$ cat config.mk
export PLATFORM = sky130hd
export DESIGN_NAME = lottery_winner_select_core
export DESIGN_NICKNAME = d
export VERILOG_FILES = /design/src/rtl/lws_pkg.sv /design/src/rtl/lws_ram.sv /design/src/rtl/lws_mod.sv /design/src/rtl/lottery_winner_select_core.sv
export SDC_FILE = /design/constraint.sdc
export NUM_CORES = 1
export LEC_CHECK = 0
export BUFFER_PORTS_ARGS = -buffer_cell sky130_fd_sc_hd__buf_2
export CORE_MARGIN = 10
export CORE_UTILIZATION = 47
export CTS_BUF_LIST = sky130_fd_sc_hd__clkbuf_16
export DETAILED_ROUTE_END_ITERATION = 10
export GPL_TIMING_DRIVEN = 0
export PLACE_DENSITY = 0.71
export SLEW_MARGIN = 20
export SYNTH_ARGS = -nofsm -noshare
export SYNTH_HDL_FRONTEND = slang
export SYNTH_SLANG_ARGS = --single-unit
$ cat constraint.sdc
create_clock -name clk -period 7.7 [get_ports clk]
set_input_delay 1.54 -clock clk [delete_from_list [all_inputs] [get_ports clk]]
set_output_delay 1.54 -clock clk [all_outputs]
set_load 0.02 [all_outputs]
$ cat src/rtl/lws_pkg.sv
package lws_pkg;

  localparam int MAX_ENTRIES = 32;

  localparam int ID_W   = 8;
  localparam int TK_W   = 16;
  localparam int DRAW_W = 32;

  localparam int IDX_W  = (MAX_ENTRIES > 1) ? $clog2(MAX_ENTRIES) : 1;
  localparam int CNT_W  = $clog2(MAX_ENTRIES + 1);
  localparam int TOT_W  = $clog2(MAX_ENTRIES * ((2 ** TK_W) - 1) + 1);
  localparam int ENT_W  = ID_W + TK_W;
  localparam int KEY_W  = TK_W + ID_W + IDX_W;
  localparam int STEP_W = $clog2(DRAW_W + 1);

  typedef enum logic [2:0] {
    ST_LOAD,
    ST_MOD,
    ST_SCAN,
    ST_STEP,
    ST_DONE
  } lws_state_t;

  typedef struct packed {
    logic busy;
    logic done;
  } lws_mod_stat_t;

  // Walk order key: ascending tickets, then descending id, then slot index.
  // The index only separates identical entries, which give the same answer.
  function automatic logic [KEY_W-1:0] walk_key(input logic [TK_W-1:0]  tk,
                                                input logic [ID_W-1:0]  id,
                                                input logic [IDX_W-1:0] idx);
    walk_key = {tk, ~id, idx};
  endfunction

endpackage

$ cat src/rtl/lws_ram.sv
module lws_ram #(
  parameter int WIDTH = 8,
  parameter int DEPTH = 32
) (
  input  logic                             clk,
  input  logic                             wr_en,
  input  logic [$clog2(DEPTH)-1:0]         wr_addr,
  input  logic [WIDTH-1:0]                 wr_data,
  input  logic                             rd_en,
  input  logic [$clog2(DEPTH)-1:0]         rd_addr,
  output logic [WIDTH-1:0]                 rd_data
);

  logic [WIDTH-1:0] mem [DEPTH];

  always_ff @(posedge clk) begin
    if (wr_en) begin
      mem[wr_addr] <= wr_data;
    end
    if (rd_en) begin
      rd_data <= mem[rd_addr];
    end
  end

endmodule

$ cat src/rtl/lws_mod.sv
module lws_mod (
  input  logic                         clk,
  input  logic                         rst,
  input  logic                         start,
  input  logic [lws_pkg::DRAW_W-1:0]   dividend,
  input  logic [lws_pkg::TOT_W-1:0]    divisor,
  output lws_pkg::lws_mod_stat_t       stat,
  output logic [lws_pkg::TOT_W-1:0]    remainder
);

  import lws_pkg::*;

  logic              busy;
  logic              done;
  logic [STEP_W-1:0] step_cnt;
  logic [DRAW_W-1:0] bits;
  logic [TOT_W-1:0]  rem;
  logic [TOT_W-1:0]  rem_next;
  logic [TOT_W:0]    rem_shift;
  logic [TOT_W:0]    trial;

  // One quotient bit per cycle, restoring form; the top bit of the trial
  // difference is the borrow.
  always_comb begin
    rem_shift = {rem, bits[DRAW_W-1]};
    trial     = rem_shift - {1'b0, divisor};
    rem_next  = trial[TOT_W] ? rem_shift[TOT_W-1:0] : trial[TOT_W-1:0];
  end

  always_ff @(posedge clk) begin
    if (rst) begin
      busy     <= 1'b0;
      done     <= 1'b0;
      step_cnt <= '0;
    end else begin
      done <= 1'b0;
      if (start) begin
        busy     <= 1'b1;
        step_cnt <= STEP_W'(DRAW_W);
      end else if (busy) begin
        step_cnt <= step_cnt - STEP_W'(1);
        if (step_cnt == STEP_W'(1)) begin
          busy <= 1'b0;
          done <= 1'b1;
        end
      end
    end
  end

  always_ff @(posedge clk) begin
    if (start) begin
      bits <= dividend;
      rem  <= '0;
    end else if (busy) begin
      bits <= bits << 1;
      rem  <= rem_next;
    end
  end

  assign stat.busy = busy;
  assign stat.done = done;
  assign remainder = rem;

endmodule

$ cat src/rtl/lottery_winner_select_core.sv
// Channel | Direction | Handshake                  | Beat contents
// item    | in        | item_valid / item_stall    | proc_id, tickets, is_user, draw, last
// result  | out       | result_valid / result_stall| winner_id, no_tickets, overflowed
//
// Entries load at one beat per cycle while item_stall is low. If the list
// holds any tickets, the draw is then reduced by a bit-serial remainder unit
// and the entries are walked in ticket order by repeated scans of the entry
// RAM, one entry per pass, until the running ticket sum exceeds the remainder.
// Reset is synchronous and clears the sequencer, counters and result valid.
// A held result does not block loading of the next list; a new result waits.
module lottery_winner_select_core (
  input  logic                         clk,
  input  logic                         rst,
  input  logic                         item_valid,
  output logic                         item_stall,
  input  logic [lws_pkg::ID_W-1:0]     proc_id,
  input  logic [lws_pkg::TK_W-1:0]     tickets,
  input  logic                         is_user,
  input  logic [lws_pkg::DRAW_W-1:0]   draw,
  input  logic                         last,
  output logic                         result_valid,
  input  logic                         result_stall,
  output logic [lws_pkg::ID_W-1:0]     winner_id,
  output logic                         no_tickets,
  output logic                         overflowed
);

  import lws_pkg::*;

  lws_state_t    state;
  lws_state_t    state_next;

  logic [CNT_W-1:0] entry_count;
  logic [TOT_W-1:0] ticket_total;
  logic             overflow_seen;

  logic [CNT_W-1:0] list_len;
  logic [TOT_W-1:0] div_total;
  logic             ovf_flag;
  logic             zero_flag;
  logic [ID_W-1:0]  win_id;

  logic             accept;
  logic             keep;
  logic [CNT_W-1:0] count_upd;
  logic [TOT_W-1:0] total_upd;
  logic             ovf_upd;

  logic             div_start;
  lws_mod_stat_t    div_stat;
  logic [TOT_W-1:0] remainder;

  logic [CNT_W-1:0] scan_idx;
  logic             scan_issue;
  logic             rd_pend;
  logic [IDX_W-1:0] rd_idx;
  logic [ENT_W-1:0] rd_data;
  logic [KEY_W-1:0] cand_key;
  logic             cand_take;

  logic             found;
  logic             have_prev;
  logic [KEY_W-1:0] best_key;
  logic [KEY_W-1:0] prev_key;
  logic [TK_W-1:0]  best_tk;
  logic [ID_W-1:0]  best_id;
  logic [TOT_W-1:0] sum;
  logic [TOT_W-1:0] sum_next;
  logic             hit;
  logic             out_load;

  // Entry store: {id, tickets} per slot.
  lws_ram #(
    .WIDTH (ENT_W),
    .DEPTH (MAX_ENTRIES)
  ) u_entries (
    .clk     (clk),
    .wr_en   (keep),
    .wr_addr (entry_count[IDX_W-1:0]),
    .wr_data ({proc_id, tickets}),
    .rd_en   (scan_issue),
    .rd_addr (scan_idx[IDX_W-1:0]),
    .rd_data (rd_data)
  );

  // The remainder unit takes the draw straight from the last beat.
  lws_mod u_mod (
    .clk       (clk),
    .rst       (rst),
    .start     (div_start),
    .dividend  (draw),
    .divisor   (div_total),
    .stat      (div_stat),
    .remainder (remainder)
  );

  always_comb begin
    accept    = item_valid && !item_stall;
    keep      = accept && is_user && (entry_count < CNT_W'(MAX_ENTRIES));
    count_upd = keep ? entry_count + CNT_W'(1) : entry_count;
    total_upd = keep ? ticket_total + TOT_W'(tickets) : ticket_total;
    ovf_upd   = overflow_seen | (accept && is_user && !keep);

    cand_key  = walk_key(rd_data[TK_W-1:0], rd_data[ENT_W-1:TK_W], rd_idx);
    cand_take = rd_pend && (!have_prev || (cand_key > prev_key)) &&
                (!found || (cand_key < best_key));

    sum_next  = sum + TOT_W'(best_tk);
    hit       = found && (sum_next > remainder);
  end

  always_comb begin
    state_next = state;
    unique case (state)
      ST_LOAD: begin
        if (accept && last) begin
          state_next = (total_upd == '0) ? ST_DONE : ST_MOD;
        end
      end
      ST_MOD: begin
        if (div_stat.done) begin
          state_next = ST_SCAN;
        end
      end
      ST_SCAN: begin
        if ((scan_idx == list_len) && !rd_pend) begin
          state_next = ST_STEP;
        end
      end
      ST_STEP: begin
        state_next = (hit || !found) ? ST_DONE : ST_SCAN;
      end
      ST_DONE: begin
        if (!result_valid || !result_stall) begin
          state_next = ST_LOAD;
        end
      end
      default: state_next = ST_LOAD;
    endcase
  end

  always_comb begin
    item_stall = 1'b1;
    div_start  = 1'b0;
    scan_issue = 1'b0;
    out_load   = 1'b0;
    unique case (state)
      ST_LOAD: begin
        item_stall = 1'b0;
        div_start  = accept && last && (total_upd != '0);
      end
      ST_SCAN: scan_issue = (scan_idx < list_len);
      ST_DONE: out_load   = !result_valid || !result_stall;
      default: ;
    endcase
  end

  always_ff @(posedge clk) begin
    if (rst) begin
      state         <= ST_LOAD;
      entry_count   <= '0;
      ticket_total  <= '0;
      overflow_seen <= 1'b0;
      rd_pend       <= 1'b0;
      result_valid  <= 1'b0;
    end else begin
      state   <= state_next;
      rd_pend <= scan_issue;
      if (accept) begin
        if (last) begin
          entry_count   <= '0;
          ticket_total  <= '0;
          overflow_seen <= 1'b0;
        end else begin
          entry_count   <= count_upd;
          ticket_total  <= total_upd;
          overflow_seen <= ovf_upd;
        end
      end
      if (out_load) begin
        result_valid <= 1'b1;
      end else if (!result_stall) begin
        result_valid <= 1'b0;
      end
    end
  end

  // Walk datapath: each pass finds the smallest key above the previous one.
  always_ff @(posedge clk) begin
    if (accept && last) begin
      list_len  <= count_upd;
      div_total <= total_upd;
      ovf_flag  <= ovf_upd;
      zero_flag <= (total_upd == '0);
      win_id    <= '0;
    end
    if (state == ST_MOD) begin
      scan_idx  <= '0;
      found     <= 1'b0;
      have_prev <= 1'b0;
      sum       <= '0;
    end
    if (scan_issue) begin
      scan_idx <= scan_idx + CNT_W'(1);
      rd_idx   <= scan_idx[IDX_W-1:0];
    end
    if ((state == ST_SCAN) && cand_take) begin
      found    <= 1'b1;
      best_key <= cand_key;
      best_tk  <= rd_data[TK_W-1:0];
      best_id  <= rd_data[ENT_W-1:TK_W];
    end
    if (state == ST_STEP) begin
      if (hit) begin
        win_id <= best_id;
      end else if (found) begin
        sum       <= sum_next;
        prev_key  <= best_key;
        have_prev <= 1'b1;
        found     <= 1'b0;
        scan_idx  <= '0;
      end
    end
    if (out_load) begin
      winner_id  <= win_id;
      no_tickets <= zero_flag;
      overflowed <= ovf_flag;
    end
  end

  assert property (@(posedge clk) disable iff (rst)
    entry_count <= CNT_W'(MAX_ENTRIES))
    else $error("entry count above capacity");

  // The running sum reaches the total, which always exceeds the remainder.
  assert property (@(posedge clk) disable iff (rst)
    (state == ST_STEP) |-> found)
    else $error("ordered walk ran out of entries");

  assert property (@(posedge clk) disable iff (rst)
    div_stat.done |-> (state == ST_MOD))
    else $error("remainder unit finished outside its phase");

  assert property (@(posedge clk) disable iff (rst)
    (state == ST_MOD) |-> (div_stat.busy || div_stat.done))
    else $error("remainder unit idle during its phase");

  assert property (@(posedge clk) disable iff (rst)
    rd_pend |-> (state == ST_SCAN))
    else $error("entry read returned outside a scan");

endmodule

==> summary.txt, run 1 <==
Critical path
  • CP Data Required Time: 8050 ps
  • Critical path type: register to register
  • Worst Path Arrival: 6570 ps
  • Critical-path maximum fanout: 28
  • CP endpoint kind: register
  • Startpoint Class: register

Synth
  • Mapped Nets: 3,148
  • FF+latch count, synth: 1,033
  • Largest family of logic cells by synthesized area: multiplexers
  • Post-synth EDFFs: 934
  • Sequential fraction of the synthesis area: 67.8%
  • Netlist Area Pre-Place: 44,300 um2
  • Post-Synthesis Cells: 2,939
  • Top_reg_cell synth: edfxtp_1
  • Post-Synth XOR/XNOR Area: 1.27%
  • Synth unique cells: 78
  • Adder-cell share of the synthesized area: 4.20%
  • Syn_area_per_cell: 15.1 um2
  • YS warnings: 0
  • Ys async rst share: 0%
  • Synth Area in Simple Gates: 5.65%
  • Multiplexer area fraction after synthesis: 10.6%
  • Compound-cell area share of the yosys netlist: 8.09%

Layout
  • Fin nets: 3,370
  • Register area: 30,000 um2
  • Layout Cells excl Fill: 4,501
  • Filler cell count: 7,341
  • N_diodes: 0
  • Synth-to-Final Area Change: 14.8%
  • Share of cells above drive strength 1: 15.6%
  • Area taken by multi-input logic gates: 13,500 um2

Timing
  • F_max: 161 MHz
  • Fin worst setup slack: 1490 ps
  • Period utilization: 80.7%
  • Slew margin rel.: 24.5%
  • Unrepaired setup endpoints after global routing: false
  • Post-layout min period: 6210 ps
  • Final Skew: 35.8 ps
  • Setup_tns: 0 ps
  • Hold Fails Final Rpt: 0
  • Slew Limit Fails: 0
  • # setup viols final: 0
  • Worst slew pin tran: 1130 ps

Run status
  • Status: finished clean

Placement
  • Inst Count DP: 4,309
  • Routability cong.: 0.901
  • DP Worst Slack: 1260 ps
  • Detail Placement HPWL: 74,400 um
  • Port Buf Inserts: 72

Die
  • Starting density of the core: 47.4%
  • Num ports: 74
  • Row count: 112
  • Core area: 93,500 um2
  • Die W: 327 um
  • Die Height: 327 um
  • Die area: 107,000 um2

Clock network
  • Clk sinks: 1,033
  • Root Driver: clkbuf_16
  • Worst-skew pair later-pin latency: 680 ps
  • CTS tree: built
  • Post-CTS setup buffer count: 0
  • Hold_buf cts: 0
  • Post-cts sizing count: 0
  • Worst-path clk slew: 60 ps
  • H-tree level count: 3
  • CTS buffer count: 104
  • Clk buf depth: 3

GRT
  • GR peak layer: met2
  • GR Util met1: 27.4%
  • First-pass GRT wire length: 162,000 um
  • Maximum number of pins on one net before global-route repair: 35
  • Initial antenna violation count: 2
  • Met2 Track Usage GR: 31.6%
  • Grt met3 use: 3.43%
  • GRT Total Usage: 19.9%
  • Vias in the first global route: 26,000
  • Total gr overflow: 0

Route
  • ANT nets after route: 0
  • Wirelength per Cell: 24.1 um
  • DR pass1 iterations: 5
  • Post-Route WL: 108,000 um
  • Vias/cell: 5.81
  • Vias: 26,200
  • DRC: 0
  • Initial DRC count: 3,017

Job
  • Max Cap Violations: 0

Hold path
  • Hold Crit Class: register to register

Pwr
  • Pwr/cell area: 252 nW/um2
  • Peak supply drop: 160 uV
  • P_leak: 16.9 nW
worst max-delay path: stages (launching register included):
cell,delay (ps)
edfxtp_1,380
ha_1,200
inv_1,70
fa_1,400
nor2b_1,130
o21a_1,140
o21ai_0,150
a21oi_1,170
o21ai_0,130
a21o_1,230
a31oi_1,440
nand3_1,210
xnor2_1,240
ha_1,280
a21o_1,160
a21o_1,170
a21oi_1,230
o211ai_1,170
a2111oi_1,810
o21bai_1,350
inv_1,190
clkbuf_2,350
buf_12,240
Yosys cell counts (all sizes together), types with 19 or more instances:
master | number | area (um2)
ha | 144 | 1800
a22oi | 22 | 165
o21ai | 132 | 661
xnor2 | 46 | 403
nand3 | 43 | 215
mux2i | 159 | 1590
a21oi | 144 | 724
clkbuf | 94 | 354
dfxtp | 99 | 1980
nand2 | 215 | 807
o22ai | 27 | 169
edfxtp | 934 | 28000
a211oi | 23 | 223
mux4 | 96 | 2160
o21a | 20 | 150
a21o | 35 | 263
nor3 | 22 | 130
mux2 | 83 | 935
nand4 | 19 | 119
o221ai | 75 | 657
inv | 144 | 541
buf | 41 | 178
nor2 | 129 | 484
kinds of logic (layout without fill, tap and decap cells):
| family | after synthesis | after routing |
|---|---|---|
| buffers and inverters | 279 | 587 |
| XOR/XNOR | 64 | 64 |
| AND/OR/NAND/NOR | 532 | 532 |
| multiplexers | 338 | 338 |
| flip-flops | 1033 | 1033 |
| adder cells (fa/ha/maj) | 147 | 147 |
| AO/OA/AOI/OAI | 546 | 546 |
per-layer routing:
layer	part of all wire (%)	routed length (um)
met4	3.5	3780
met5	0.015	16
met3	8.6	9310
met1	42	45100
met2	46	50100
per-stage QoR:
step	total power [mW]	utilization [%]	hold WS, ps	instance area, um2
final	12.8	54.4	417	50800
after global routing	13.3	54.4	440	50800
after CTS	12.9	54.4	417	50800
after detailed placement	7.76	50.6	405	47300
after global placement	7.72	49.5	405	46200
after floorplan	7.37	-	400	44300
flip-flops by register name, indices dropped and copies added, names as in the netlist, 3 cells and up:
| name | flops |
|---|---|
| best_id | 8 |
| scan_idx | 6 |
| ticket_total | 21 |
| win_id | 8 |
| u_mod.remainder | 21 |
| u_mod.step_cnt | 6 |
| u_mod.bits | 32 |
| winner_id | 8 |
| entry_count | 6 |
| rd_idx | 5 |
| div_total | 21 |
| state | 3 |
| list_len | 6 |
| prev_key | 29 |
| best_key | 29 |
| u_entries.mem | 768 |
| u_entries.rd_data | 24 |
| sum | 21 |
cell type report:
cell class	count	area share, %
Sequential cell	1033	59.1
Multi-Input combinational cell	1627	26.5
Clock buffer	106	5.22
Tap cell	1254	3.09
Timing Repair Buffer	116	2.39
Clock inverter	86	1.66
Inverter	144	1.06
Buffer	135	1.06
power by group:
group / switching (mW) / internal (mW) / total, mW / leakage (nW)
Clock: 2.14 / 3.01 / 5.15 / 1.78
Combinational: 0.792 / 0.545 / 1.34 / 5.87
Sequential: 0.0888 / 6.23 / 6.32 / 9.24
Total: 3.02 / 9.78 / 12.8 / 16.9
final timing paths:
kind | startpoint | cells past startpoint | slack (ps) | to
max | best_key[13] | 22 | 1490 | prev_key[6]
min reg2reg | zero_flag | 0 | 420 | no_tickets
min | zero_flag | 0 | 420 | no_tickets
max reg2reg | best_key[13] | 22 | 1490 | prev_key[6]
cell usage in the layout, fill, tap and decap left out, types with 92 or more instances in the layout:
cell and n:
o21ai_0 132, clkbuf_16 106, nor2_1 99, a21oi_1 142, inv_1 161, mux4_2 96
nand2_1 215, dfxtp_1 99, mux2i_1 159, clkbuf_1 92, ha_1 144, edfxtp_1 934
No activity file was read; power rests on OpenSTA's default activity.
==> run 2, diff against run 1 <==
--- a/config.mk
+++ b/config.mk
@@ -11,7 +11,7 @@
 export CTS_BUF_LIST = sky130_fd_sc_hd__clkbuf_16
 export DETAILED_ROUTE_END_ITERATION = 10
 export GPL_TIMING_DRIVEN = 0
-export PLACE_DENSITY = 0.71
+export PLACE_DENSITY = 0.74
 export SLEW_MARGIN = 20
 export SYNTH_ARGS = -nofsm -noshare
 export SYNTH_HDL_FRONTEND = slang
==> constraint.sdc (replaced) <==
create_clock -name clk -period 5 [get_ports clk]
set_input_delay 1 -clock clk [delete_from_list [all_inputs] [get_ports clk]]
set_output_delay 1 -clock clk [all_outputs]
set_load 0.02 [all_outputs]
==> run 2 against run 1 <==
Compared with the run above: combinational power grew 57%; cell count hardly changed; global-route usage grew 0.17 points; sequential power up 54%; clock power rose by 45%; critical path depth down 9; clock-buffer cell count shrank 2; power increased by 51%; die area unchanged; design area about the same; largest power group unchanged.
==> summary.txt, run 2 (synthesis gave the netlist of run 1 again) <==
GRT
  • Total gr overflow: 0 (unchanged)
  • Maximum number of pins on one net before global-route repair: 39 (+11%)
  • GRT Total Usage: 20.1% (+0.17 points)
  • First-pass GRT wire length: 163,000 um (+0.52%)
  • Initial antenna violation count: 6 (+4)
  • Vias in the first global route: 26,100 (+0.32%)

Die
  • Die W: 327 um (unchanged)
  • Row count: 112 (unchanged)
  • Num ports: 74 (unchanged)
  • Starting density of the core: 47.4% (unchanged)
  • Die Height: 327 um (unchanged)
  • Die area: 107,000 um2 (unchanged)
  • Core area: 93,500 um2 (unchanged)

Critical path
  • CP endpoint kind: register
  • Worst setup path startpoint: state[1]
  • CP endpoint: u_mod.bits[29]
  • R2R setup slack: 260 ps (-1230 ps)
  • CP Data Required Time: 5390 ps (-2660 ps)
  • Worst r2r src: state[1]
  • R2r worst-path depth: 13 (-41%)
  • Startpoint Class: register
  • Critical path type: register to register
  • Worst Path Arrival: 5130 ps (-1440 ps)
  • End of the worst register-to-register path: u_mod.bits[29]
  • Critical-path maximum fanout: 10 (-64%)

Layout
  • Fin nets: 3,368 (-0.059%)
  • Largest Register: u_entries.mem
  • Finished Cell Area: 50,800 um2 (about the same)
  • Synth-to-Final Area Change: 14.7% (about the same)
  • Share of cells above drive strength 1: 15.9% (+0.27 points)
  • Top Registers: u_entries.mem: 768 flops, u_mod.bits: 32 flops
  • Most common cell after layout, fill and taps aside: edfxtp_1
  • Most frequent cells in the layout: edfxtp_1 (934), nand2_1 (214), inv_1 (164)
  • Max reg flops: 768 (unchanged)
  • Layout Cells excl Fill: 4,498 (-0.067%)

Route
  • Vias/cell: 5.90 (+1.4%)
  • Initial DRC count: 3,187 (+5.6%)
  • ANT nets after route: 0 (unchanged)
  • DRC: 0 (unchanged)
  • Wirelength per Cell: 24.5 um (+1.8%)
  • Vias: 26,500 (+1.3%)
  • Post-Route WL: 110,000 um (+1.7%)
  • DR pass1 iterations: 6 (+1)

Job
  • Max Cap Violations: 0 (unchanged)

Placement
  • Post-placement cell area: 47,300 um2 (about the same)
  • Routability cong.: 0.871 (-3.3%)
  • Port Buf Inserts: 72 (unchanged)
  • Detail Placement HPWL: 75,600 um (+1.6%)
  • Inst Count DP: 4,304 (-0.12%)
  • DP Worst Slack: -1260 ps (-2530 ps)

Clock network
  • CTS tree: built
  • Hold_buf cts: 0 (unchanged)
  • H-tree level count: 3 (unchanged)
  • Worst-path clk slew: 60 ps (about the same)
  • Root Driver: clkbuf_16
  • Clk buf depth: 3 (unchanged)
  • Clk sinks: 1,033 (unchanged)
  • Worst-skew pair later-pin latency: 690 ps (about the same)
  • CTS buffer count: 101 (-2.9%)

Timing
  • Slew margin rel.: 23.9% (-0.60 points)
  • # setup viols final: 0 (unchanged)
  • Period utilization: 94.8% (+14 points)
  • Post-layout min period: 4740 ps (-1470 ps)
  • Final Skew: 57.9 ps (+22.1 ps)
  • Slew Limit Fails: 0 (unchanged)
  • Hold Fails Final Rpt: 0 (unchanged)
  • Worst slew pin tran: 1140 ps (+9.06 ps)
  • Fin worst setup slack: 259 ps (-1230 ps)
  • F_max: 211 MHz (+31%)
  • Min Hold Slack: 425 ps (+7.94 ps)

Pwr
  • Total power: 19.3 mW (+51%)
  • Pwr/cell area: 380 nW/um2 (+51%)
  • Peak supply drop: 299 uV (+87%)
  • P_leak: 16.9 nW (-0.23%)

Hold path
  • Hold Crit Class: register to register

Run status
  • Status: finished clean
-- run 2: worst min path at each step --
stage | end | startpoint | cells after the start
global route | no_tickets | zero_flag | 0
floorplan | no_tickets | zero_flag | 0
global placement | no_tickets | zero_flag | 0
CTS | no_tickets | zero_flag | 0
finish | no_tickets | zero_flag | 0
detailed placement | no_tickets | zero_flag | 0
-- run 2: through the flow --
| stage | TNS, ps | utilization (%) |
|---|---|---|
| 6_report | 0 | 54.4 |
| 5_1_grt | -22.9 | 54.4 |
| 4_1_cts | -60.9 | 54.2 |
| 3_5_place_dp | -122280 | 50.7 |
| 3_3_place_gp | -877730 | 49.5 |
| 2_1_floorplan | 0 | - |
-- run 2: layer usage --
metal / track usage (%) / routed length [um] / part of all wire, %
met1: 27.0 / 44200 / 40
met2: 32.3 / 51600 / 47
met5: 0 / 24 / 0.022
met4: 7.45 / 4040 / 3.7
met3: 3.84 / 10200 / 9.3
-- run 2: power breakdown --
group          switching (mW)  internal, mW  total, mW
clock network            3.30          4.16       7.46
logic                    1.26         0.856       2.11
registers               0.138          9.59       9.73
total                    4.69          14.6       19.3
-- run 2: repair_timing --
item,4_1_cts,5_1_grt
setup buffers,0,4
pin swaps,0,8
gates resized for setup,18,25
cloned,0,2
hold endpoints to repair,0,0
setup endpoints to repair,100,100
-- run 2: layout make-up --
| cell class | instances | area, um2 |
|---|---|---|
| Antenna cell | 2 | 5.00 |
| Buffer | 135 | 573 |
| Clock buffer | 104 | 2600 |
| Clock inverter | 82 | 668 |
| Fill cell | 7313 | 42600 |
| Inverter | 144 | 543 |
| Multi-Input combinational cell | 1628 | 13600 |
| Sequential cell | 1033 | 30000 |
| Tap cell | 1254 | 1570 |
| Timing Repair Buffer | 116 | 1260 |
-- run 2: critical path, stage by stage, from the launching register on --
cell and delay, ps:
dfxtp_1 300, buf_2 180, or4b_1 540, buf_2 220
nor3b_4 360, mux2_2 410, or2_0 220, or4_1 480
or4_1 430, nor4_2 310, and4b_1 280, a21oi_2 120
buf_2 260, mux2_1 340
